==> src/hdl/ecau_pkg.sv <==
// Shared types and constants for the energy counter accumulator.
// No dependencies; imported by every module of the block.
`default_nettype none

package ecau_pkg;

   localparam int READING_W   = 48;
   localparam int WORD_W      = 32;
   localparam int TOTAL_W     = 64;
   localparam int WIN_E_W     = 51;
   localparam int WIN_T_W     = 35;
   localparam int WIN_CNT_W   = 3;
   localparam int IDLE_WINDOW = 5;

   localparam int MW_SCALE_W = 10;
   localparam int PRODUCT_W  = WIN_E_W + MW_SCALE_W;
   localparam int DIV_STEP_W = $clog2(PRODUCT_W + 1);

   localparam logic [MW_SCALE_W-1:0] MW_SCALE      = 10'd1000;
   localparam logic [WORD_W-1:0]     ONE_SECOND_US = 32'd1000000;

   localparam int CSR_DATA_W = 64;
   localparam int CSR_ADDR_W = 4;

   // register index, taken from paddr[3]
   localparam logic CSR_IDX_WRAP  = 1'b0;
   localparam logic CSR_IDX_START = 1'b1;

   typedef enum logic [1:0] {
      CAL_PENDING = 2'd0,
      CAL_IDLE    = 2'd1,
      CAL_LOADED  = 2'd2
   } cal_type;

   typedef struct packed {
      logic [READING_W-1:0] reading;
      logic [WORD_W-1:0]    elapsed_us;
      logic [WORD_W-1:0]    requests_now;
   } req_type;

   typedef struct packed {
      logic [READING_W-1:0] delta_uj;
      logic [TOTAL_W-1:0]   total_uj;
      logic [1:0]           cal_status;
      logic [WORD_W-1:0]    idle_mw;
   } rsp_type;

   typedef struct packed {
      logic capture;
      logic calc_delta;
      logic accum;
      logic mult;
      logic div_start;
      logic set_idle;
      logic set_loaded;
      logic emit;
   } cmd_type;

   typedef struct packed {
      logic primed;
      logic cal_pending;
      logic window_end;
      logic quiet;
      logic div_done;
      logic out_free;
   } sts_type;

endpackage

`default_nettype wire

==> src/hdl/ecau_div.sv <==
// Restoring divider, one quotient bit per cycle, for the idle power figure.
// Depends on ecau_pkg.
`default_nettype none

module ecau_div import ecau_pkg::*; (
   input  logic                 clock,
   input  logic                 reset,
   input  logic                 start,
   input  logic [PRODUCT_W-1:0] dividend,
   input  logic [WIN_T_W-1:0]   divisor,
   output logic                 done,
   output logic [PRODUCT_W-1:0] quotient
);

   logic [PRODUCT_W-1:0]  dvd_ff, dvd_in;
   logic [WIN_T_W-1:0]    rem_ff, rem_in;
   logic [WIN_T_W-1:0]    dsr_ff, dsr_in;
   logic [DIV_STEP_W-1:0] count_ff, count_in;
   logic                  busy_ff, busy_in;
   logic                  done_ff, done_in;

   logic [WIN_T_W:0] trial;
   logic [WIN_T_W:0] diff;
   logic             fits;

   assign trial = {rem_ff, dvd_ff[PRODUCT_W-1]};
   assign diff  = trial - {1'b0, dsr_ff};
   assign fits  = trial >= {1'b0, dsr_ff};

   always_comb begin
      dvd_in   = dvd_ff;
      rem_in   = rem_ff;
      dsr_in   = dsr_ff;
      count_in = count_ff;
      busy_in  = busy_ff;
      done_in  = 1'b0;
      if (start) begin
         dvd_in   = dividend;
         rem_in   = '0;
         dsr_in   = divisor;
         count_in = DIV_STEP_W'(PRODUCT_W);
         busy_in  = 1'b1;
      end else if (busy_ff) begin
         // quotient bits shift in behind the dividend bits
         dvd_in   = {dvd_ff[PRODUCT_W-2:0], fits};
         rem_in   = fits ? diff[WIN_T_W-1:0] : trial[WIN_T_W-1:0];
         count_in = count_ff - DIV_STEP_W'(1);
         if (count_ff == DIV_STEP_W'(1)) begin
            busy_in = 1'b0;
            done_in = 1'b1;
         end
      end
   end

   always_ff @(posedge clock) begin
      if (reset) begin
         count_ff <= '0;
         busy_ff  <= 1'b0;
         done_ff  <= 1'b0;
      end else begin
         count_ff <= count_in;
         busy_ff  <= busy_in;
         done_ff  <= done_in;
      end
      dvd_ff <= dvd_in;
      rem_ff <= rem_in;
      dsr_ff <= dsr_in;
   end

   assign done     = done_ff;
   assign quotient = dvd_ff;

endmodule

`default_nettype wire

==> src/hdl/ecau_ctrl.sv <==
// Sequencer of the energy counter accumulator: walks one item through delta,
// accumulate, window check, multiply, divide and result load. Depends on ecau_pkg.
`default_nettype none

module ecau_ctrl import ecau_pkg::*; (
   input  logic    clock,
   input  logic    reset,
   input  logic    req_valid,
   output logic    req_ready,
   input  sts_type sts,
   output cmd_type cmd
);

   typedef enum logic [6:0] {
      S_IDLE  = 7'b0000001,
      S_DELTA = 7'b0000010,
      S_ACCUM = 7'b0000100,
      S_CHECK = 7'b0001000,
      S_MULT  = 7'b0010000,
      S_DIV   = 7'b0100000,
      S_EMIT  = 7'b1000000
   } state_type;

   state_type state_ff, state_in;

   assign req_ready = (state_ff == S_IDLE);

   always_comb begin
      state_in = state_ff;
      cmd      = '0;
      case (state_ff)
         S_IDLE: begin
            if (req_valid) begin
               cmd.capture = 1'b1;
               state_in    = S_DELTA;
            end
         end
         S_DELTA: begin
            cmd.calc_delta = 1'b1;
            state_in       = S_ACCUM;
         end
         S_ACCUM: begin
            cmd.accum = 1'b1;
            state_in  = (sts.primed && sts.cal_pending) ? S_CHECK : S_EMIT;
         end
         S_CHECK: begin
            if (!sts.window_end) begin
               state_in = S_EMIT;
            end else if (sts.quiet) begin
               cmd.mult = 1'b1;
               state_in = S_MULT;
            end else begin
               cmd.set_loaded = 1'b1;
               state_in       = S_EMIT;
            end
         end
         S_MULT: begin
            cmd.div_start = 1'b1;
            state_in      = S_DIV;
         end
         S_DIV: begin
            if (sts.div_done) begin
               cmd.set_idle = 1'b1;
               state_in     = S_EMIT;
            end
         end
         S_EMIT: begin
            if (sts.out_free) begin
               cmd.emit = 1'b1;
               state_in = S_IDLE;
            end
         end
         default: begin
            state_in = S_IDLE;
         end
      endcase
   end

   always_ff @(posedge clock) begin
      if (reset) begin
         state_ff <= S_IDLE;
      end else begin
         state_ff <= state_in;
      end
   end

endmodule

`default_nettype wire

==> src/hdl/ecau_dpath.sv <==
// Datapath of the energy counter accumulator: item register, delta, totals,
// calibration window, divider and result register. Depends on ecau_pkg, ecau_div.
`default_nettype none

module ecau_dpath import ecau_pkg::*; (
   input  logic                 clock,
   input  logic                 reset,
   input  cmd_type              cmd,
   output sts_type              sts,
   input  req_type              req_data,
   input  logic [READING_W-1:0] wrap_range,
   input  logic [WORD_W-1:0]    start_requests,
   output logic                 rsp_valid,
   input  logic                 rsp_ready,
   output rsp_type              rsp_data
);

   req_type               item_ff;
   logic [READING_W-1:0]  delta_ff, delta_in;
   logic [READING_W-1:0]  last_ff, last_in;
   logic                  primed_ff, primed_in;
   logic [TOTAL_W-1:0]    total_ff, total_in;
   logic [WIN_E_W-1:0]    win_e_ff, win_e_in;
   logic [WIN_T_W-1:0]    win_t_ff, win_t_in;
   logic [WIN_CNT_W-1:0]  win_cnt_ff, win_cnt_in;
   cal_type               cal_ff, cal_in;
   logic [WORD_W-1:0]     idle_pw_ff, idle_pw_in;
   logic [PRODUCT_W-1:0]  product_ff;
   logic                  rsp_valid_ff, rsp_valid_in;
   rsp_type               rsp_data_ff;

   logic [READING_W-1:0]  cur;
   logic [READING_W-1:0]  raw_delta;
   logic [WORD_W-1:0]     elapsed_eff;
   logic                  div_done;
   logic [PRODUCT_W-1:0]  quotient;
   logic [WORD_W-1:0]     quotient_sat;

   assign cur = item_ff.reading;

   // wrap-aware difference; with no range the counter restarts from zero
   always_comb begin
      if (cur >= last_ff) begin
         raw_delta = cur - last_ff;
      end else if (wrap_range != '0) begin
         raw_delta = (wrap_range - last_ff) + cur;
      end else begin
         raw_delta = cur;
      end
   end

   assign elapsed_eff = (item_ff.elapsed_us == '0) ? ONE_SECOND_US : item_ff.elapsed_us;

   assign quotient_sat = (quotient[PRODUCT_W-1:WORD_W] != '0) ? '1 : quotient[WORD_W-1:0];

   ecau_div u_div (
      .clock    (clock),
      .reset    (reset),
      .start    (cmd.div_start),
      .dividend (product_ff),
      .divisor  (win_t_ff),
      .done     (div_done),
      .quotient (quotient)
   );

   always_comb begin
      delta_in   = delta_ff;
      last_in    = last_ff;
      primed_in  = primed_ff;
      total_in   = total_ff;
      win_e_in   = win_e_ff;
      win_t_in   = win_t_ff;
      win_cnt_in = win_cnt_ff;
      cal_in     = cal_ff;
      idle_pw_in = idle_pw_ff;
      if (cmd.calc_delta) begin
         delta_in = primed_ff ? raw_delta : '0;
      end
      if (cmd.accum) begin
         last_in   = cur;
         primed_in = 1'b1;
         if (primed_ff) begin
            total_in = total_ff + TOTAL_W'(delta_ff);
            if (cal_ff == CAL_PENDING) begin
               win_e_in   = win_e_ff + WIN_E_W'(delta_ff);
               win_t_in   = win_t_ff + WIN_T_W'(elapsed_eff);
               win_cnt_in = win_cnt_ff + WIN_CNT_W'(1);
            end
         end
      end
      if (cmd.set_loaded) begin
         idle_pw_in = '0;
         cal_in     = CAL_LOADED;
      end
      if (cmd.set_idle) begin
         idle_pw_in = quotient_sat;
         cal_in     = CAL_IDLE;
      end
   end

   assign rsp_valid_in = cmd.emit ? 1'b1 : (rsp_ready ? 1'b0 : rsp_valid_ff);

   always_ff @(posedge clock) begin
      if (reset) begin
         last_ff      <= '0;
         primed_ff    <= 1'b0;
         total_ff     <= '0;
         win_e_ff     <= '0;
         win_t_ff     <= '0;
         win_cnt_ff   <= '0;
         cal_ff       <= CAL_PENDING;
         idle_pw_ff   <= '0;
         rsp_valid_ff <= 1'b0;
      end else begin
         last_ff      <= last_in;
         primed_ff    <= primed_in;
         total_ff     <= total_in;
         win_e_ff     <= win_e_in;
         win_t_ff     <= win_t_in;
         win_cnt_ff   <= win_cnt_in;
         cal_ff       <= cal_in;
         idle_pw_ff   <= idle_pw_in;
         rsp_valid_ff <= rsp_valid_in;
      end
      delta_ff <= delta_in;
      if (cmd.capture) begin
         item_ff <= req_data;
      end
      if (cmd.mult) begin
         product_ff <= PRODUCT_W'(win_e_ff) * PRODUCT_W'(MW_SCALE);
      end
      if (cmd.emit) begin
         rsp_data_ff.delta_uj   <= delta_ff;
         rsp_data_ff.total_uj   <= total_ff;
         rsp_data_ff.cal_status <= cal_ff;
         rsp_data_ff.idle_mw    <= (cal_ff == CAL_IDLE) ? idle_pw_ff : '0;
      end
   end

   assign sts.primed      = primed_ff;
   assign sts.cal_pending = (cal_ff == CAL_PENDING);
   assign sts.window_end  = (win_cnt_ff >= WIN_CNT_W'(IDLE_WINDOW));
   assign sts.quiet       = (item_ff.requests_now == start_requests) && (win_t_ff != '0);
   assign sts.div_done    = div_done;
   assign sts.out_free    = !rsp_valid_ff || rsp_ready;

   assign rsp_valid = rsp_valid_ff;
   assign rsp_data  = rsp_data_ff;

endmodule

`default_nettype wire

==> src/hdl/energy_counter_accumulator_unit.sv <==
// Energy counter accumulator. An item is accepted when req_ready is high, which
// is the case whenever no item is in flight, even while the previous result
// still waits in the output register. Each item runs through capture, delta,
// accumulate, a window check while calibration is pending on a primed item,
// and emit, which waits while the previous result is still held off by
// rsp_ready; the item that closes the idle window and finds no new requests runs
// a multiply, then the restoring divider over 61 bits, one quotient bit per cycle.
// Registers: wrap_range at byte address 0x0, start_requests at 0x8.
// Depends on ecau_pkg, ecau_ctrl, ecau_dpath.
`default_nettype none

module energy_counter_accumulator_unit import ecau_pkg::*; (
   input  logic                  clock,
   input  logic                  reset,
   input  logic                  req_valid,
   output logic                  req_ready,
   input  req_type               req_data,
   output logic                  rsp_valid,
   input  logic                  rsp_ready,
   output rsp_type               rsp_data,
   input  logic                  csr_psel,
   input  logic                  csr_penable,
   input  logic                  csr_pwrite,
   input  logic [CSR_ADDR_W-1:0] csr_paddr,
   input  logic [CSR_DATA_W-1:0] csr_pwdata,
   output logic [CSR_DATA_W-1:0] csr_prdata,
   output logic                  csr_pready
);

   logic [READING_W-1:0] wrap_range_ff, wrap_range_in;
   logic [WORD_W-1:0]    start_req_ff, start_req_in;
   logic                 csr_write;
   logic                 csr_idx;
   cmd_type              cmd;
   sts_type              sts;

   assign csr_pready = 1'b1;
   assign csr_write  = csr_psel && csr_penable && csr_pwrite && csr_pready;
   assign csr_idx    = csr_paddr[3];

   always_comb begin
      wrap_range_in = wrap_range_ff;
      start_req_in  = start_req_ff;
      if (csr_write) begin
         case (csr_idx)
            CSR_IDX_WRAP:  wrap_range_in = csr_pwdata[READING_W-1:0];
            CSR_IDX_START: start_req_in  = csr_pwdata[WORD_W-1:0];
            default:       wrap_range_in = wrap_range_ff;
         endcase
      end
   end

   always_comb begin
      case (csr_idx)
         CSR_IDX_WRAP:  csr_prdata = CSR_DATA_W'(wrap_range_ff);
         CSR_IDX_START: csr_prdata = CSR_DATA_W'(start_req_ff);
         default:       csr_prdata = '0;
      endcase
   end

   always_ff @(posedge clock) begin
      if (reset) begin
         wrap_range_ff <= '0;
         start_req_ff  <= '0;
      end else begin
         wrap_range_ff <= wrap_range_in;
         start_req_ff  <= start_req_in;
      end
   end

   ecau_ctrl u_ctrl (
      .clock     (clock),
      .reset     (reset),
      .req_valid (req_valid),
      .req_ready (req_ready),
      .sts       (sts),
      .cmd       (cmd)
   );

   ecau_dpath u_dpath (
      .clock          (clock),
      .reset          (reset),
      .cmd            (cmd),
      .sts            (sts),
      .req_data       (req_data),
      .wrap_range     (wrap_range_ff),
      .start_requests (start_req_ff),
      .rsp_valid      (rsp_valid),
      .rsp_ready      (rsp_ready),
      .rsp_data       (rsp_data)
   );

endmodule

`default_nettype wire

==> config.mk <==
export PLATFORM = sky130hd
export DESIGN_NAME = energy_counter_accumulator_unit
export DESIGN_NICKNAME = d
export VERILOG_FILES = /design/src/hdl/ecau_pkg.sv /design/src/hdl/ecau_div.sv /design/src/hdl/ecau_ctrl.sv /design/src/hdl/ecau_dpath.sv /design/src/hdl/energy_counter_accumulator_unit.sv
export SDC_FILE = /design/constraint.sdc
export NUM_CORES = 2
export LEC_CHECK = 0
export BUFFER_PORTS_ARGS = -buffer_cell sky130_fd_sc_hd__clkbuf_2
export CAP_MARGIN = 20
export CELL_PAD_IN_SITES_DETAIL_PLACEMENT = 1
export CELL_PAD_IN_SITES_GLOBAL_PLACEMENT = 2
export CORE_UTILIZATION = 39
export DETAILED_ROUTE_END_ITERATION = 8
export PLACE_DENSITY = 0.92
export SLEW_MARGIN = 20
export SYNTH_ARGS = -nofsm -noshare
export SYNTH_HDL_FRONTEND = slang
export SYNTH_SLANG_ARGS = --single-unit
==> constraint.sdc <==
create_clock -name clock -period 11.2 [get_ports clock]
set_clock_uncertainty 0.2 [all_clocks]
set_input_delay 1.12 -clock clock [delete_from_list [all_inputs] [get_ports clock]]
set_output_delay 1.12 -clock clock [all_outputs]
set_load 0.02 [all_outputs]
==> results.txt <==
In the synthesized netlist the dominant register cell turns out to be edfxtp_1. The leakage power summed over all cells came out at 25.4 nW. In the final routed layout, each cell accounts on average for 21.1 µm.

The count of port buffers added during placement is 363. The worst slew margin relative to its limit is 23.3%. The register area is 21200 µm². The share of the clock period used by the worst path is about 56%.

For this run, the total global-route usage over all layers was measured as about a quarter. The number of placed instances with taps included came out at 8071. The I/O pin count is 400. The signal arrival time at the worst endpoint is 6.54 ns. The clock tree from TritonCTS is yes.

The tree built by TritonCTS fans out to 827 sinks. STA puts the critical path data required time at 11.44 ns. The mux share of post-synthesis cell area is less than 1%.

The proportion of synthesized chip area in sequential cells is 38.3%. The critical path is of the register to register type. Setup repair after global routing left no endpoint under its margin.

The launch point of the worst hold path is u_dpath.total_ff[47]. The full die area came out at between 100000 and 150000 µm². From bottom edge to top edge, the die measures 379 µm. The achievable clock frequency came out at 0.159 GHz.

The number of flops mapped to enable cells by yosys came out at 460. The synthesized netlist cell count is 6091. The category of cells accounting for the largest share of critical-path delay is adder cells. By area the synthesized netlist is led by edfxtp_1 25%, dfxtp_1 13%, fa_1 8.9%. The clock root buffer is clkbuf_16.

The area share of the largest cell type after synthesis is 25.0%. In the final layout, the share of cells above drive strength 1 is approximately a tenth. The number of nets in the layout is 7114. The compound-gate portion of the synthesized area is 17.6%. At the later pin of the worst-skew pair, clock insertion delay measures 0.73 ns. Global routing consumed, on the met2 layer, 40.7% of the routing resources. The number of vias after detailed routing is approximately 45000.

The area occupied by multi-input gates is around 30000 µm². The die width is 379 µm. In this run the number of H-tree levels came out at 3. The number of cells in the finished layout apart from fillers came out at 8261.

The critical path goes through inv_1 > fa_1 > fa_1 > fa_1 > fa_1 > inv_1 > ha_1 > a211oi_1 > o21ai_0 > a221o_1 > a2111o_1 > a31o_2 > o31a_1 > a211oi_1 > o21a_1 > o21bai_1 > xor2_1. The HPWL reported at the end of detailed placement is ~140 mm. The critical path startpoint is u_dpath.win_e_ff[7]. The violation count after the first detailed-routing iteration is 2515.

VDD sags by at most 113 µV. In this run the cell area of the synthesized design comes to 55300 µm². The async set-reset flop share out of synthesis came out at 0%. The number of buffers created by CTS came out at 99. By area, the combinational part of the netlist is dominated by adder cells. The reported max-cap violation count came out at 0. The count of buffering cells on the critical path with inverters included came out at 2. The startpoint identified for the worst register-to-register timing path is u_dpath.win_e_ff[7]. The ratio of routed vias to standard cells is 5.45. The longest individual stage delay on the worst path is 0.59 ns. The run finished with clean final reports. The number of resized instances in the post-cts repair step is 0.

The number of placement rows is roughly 140. Entering global routing, the biggest net connects slightly below 200 pins. The total congestion overflow is 0. The path class of the tightest hold or removal check is register to register. The final number of setup-violating endpoints came out at 0. met2 is the most crowded layer. The effective utilization at floorplan is 39.5%.

The largest total area in the synthesized netlist belongs to edfxtp_1. Synthesis inferred 827 register bits. Summing the areas of all and, or, nand and nor instances in the mapped netlist gives 15.1% of the synthesized area. No sink is reached through more buffers than the 3 on the longest clock path. After clock tree synthesis, the flow added hold-fix buffers numbering 0.

The global placement routability congestion is 0.919. Once detail routing completed, the nets flagged for antenna violations numbered 0. For the pin with the worst max-slew slack, the measured transition is 1.15 ns. Along the worst path, the maximum fanout reaches 6. The critical path endpoint category is a register. The number of global-route vias before repair is 47000.

The wire length of the first global-routing pass is 270 mm. The share of the core filled with cells in the final layout is 44.2%. The final-report hold violation count is 0. The arithmetic-cell share of the synthesized area counting full adders, half adders and majority gates came out at 17.6%. The library cells used most frequently in the layout, excluding fill and tap cells, are 879 x nand2_1, 612 x inv_1, 600 x a21oi_1, 460 x edfxtp_1, 385 x ha_1. After Yosys synthesis, XOR and XNOR cells account for around 4.5% of the synthesized area. In the final timing run, aggregate negative setup slack is 0 ns. The remaining design rule violation count is 0. The cell that appears most often on the critical path is fa_1.

The commonest non-fill, non-tap cell in the layout is nand2_1. The wire length reported by the detailed router came out at 174 mm. In this run, distinct cell masters in the synthesized netlist total 88.

The total chip power is 8.12 mW. The layout filler cell count came out at 16300. The core region is between 100000 and 150000 µm².

Relative to the synthesized area, the layout overhead comes to 12.0%. The met3 usage came out at 3.16%. The number of antenna violations at the first check in global routing is 14. The clock transition at the register clock pins on the worst setup and hold paths after CTS is about 0.060 ns.

STA classifies the critical path startpoint as a register. The power density over the cells came out at roughly 130 nW/µm². For this run, the number of Yosys warnings is 0.

Global routing used a little under a third of the available met1 tracks. The standard cell with the maximum stage delay on the critical path is fa_1. The number of iterations in the first detailed-routing pass came out at 6. The number of setup buffers added after CTS is 0. The clock period could shrink to 6.30 ns. A synthesized cell averages 9.08 µm². The final number of max-transition violations is 0.
==> logic make-up (layout without fill, tap and decap cells) <==
group           count (synthesis)  count (layout)
buf+inv                       923            1200
fa+ha+maj                     631             631
xor+xnor                      283             283
simple gates                 1837            1837
compound gates               1561            1561
flops                         827             827
mux                            27              27
other cells                     2              19
==> routing by layer <==
layer	share of wire, %	wire (µm)
met2	48	83100
met3	4.9	8520
met1	45	77700
met4	2.8	4790
met5	0.031	54
==> power breakdown <==
group | switching (mW) | internal, mW
sequential | 0.111 | 3.30
combinational | 0.916 | 0.539
clock | 1.38 | 1.87
==> flip-flops by register name (all words and copies together) (netlist names), 3 cells and up <==
register,count
u_dpath.u_div.count_ff,6
u_dpath.item_ff,64
u_ctrl.state_ff,7
u_dpath.cur,48
u_dpath.rsp_data,146
u_dpath.u_div.dsr_ff,35
u_dpath.product_ff,58
u_dpath.u_div.rem_ff,35
u_dpath.win_cnt_ff,3
u_dpath.u_div.quotient,61
u_dpath.idle_pw_ff,32
u_dpath.win_e_ff,51
u_dpath.last_ff,48
u_dpath.delta_ff,48
u_dpath.total_ff,64
wrap_range_ff,48
start_req_ff,32
u_dpath.win_t_ff,35
==> cell usage after synthesis, drive strengths merged (12+ instances only) <==
library cell,n
nand2,881
inv,613
a21oi,601
edfxtp,460
ha,385
dfxtp,367
nor2,318
clkbuf,268
o21ai,257
fa,246
a21o,206
xnor2,151
xor2,132
nor3,113
a211oi,104
nand3,96
nand4,80
a31oi,66
and2,62
o21a,57
nor4,52
o21bai,47
nand2b,46
nor2b,45
and3,43
buf,41
o211ai,32
or3,30
o31ai,26
nand3b,17
mux2i,16
a31o,12
and4,12
o31a,12
==> layout make-up <==
class,count,area share (%)
multi-input combinational,4356,49.6
sequential,827,34.2
clock buffer,130,4.33
tap,1876,3.79
inverter,614,3.72
timing repair buffer,398,3.39
clock inverter,58,0.965
antenna,2,0.00808
==> path summary, 6_finish.rpt <==
path / to / slack [ns] / cells past startpoint
max: u_dpath.product_ff[55] / 4.90 / 17
min: u_dpath.rsp_data[81] / 0.26 / 0
max reg2reg: u_dpath.product_ff[55] / 4.90 / 17
min reg2reg: u_dpath.rsp_data[81] / 0.26 / 0
==> worst reg2reg max path, cell delays in order, from the launching register on <==
cell and delay, ns:
dfxtp_1 0.52, inv_1 0.21, fa_1 0.59, fa_1 0.46, fa_1 0.53, fa_1 0.52, inv_1 0.04, ha_1 0.36
a211oi_1 0.23, o21ai_0 0.13, a221o_1 0.36, a2111o_1 0.45, a31o_2 0.28, o31a_1 0.32, a211oi_1 0.39, o21a_1 0.20
o21bai_1 0.09, xor2_1 0.15
==> per-stage QoR <==
| step | instance area (µm²) | hold slack [ns] | setup WS, ns |
|---|---|---|---|
| after floorplan | 55400 | 0.228 | 2.64 |
| after global placement | 58700 | 0.242 | 5.08 |
| after CTS | 61900 | 0.248 | 4.88 |
| after global routing | 61900 | 0.269 | 4.65 |
| after detailed placement | 58700 | 0.250 | 4.92 |
| final | 62000 | 0.255 | 4.90 |
Note: power is estimated with default switching activity, not from simulation.
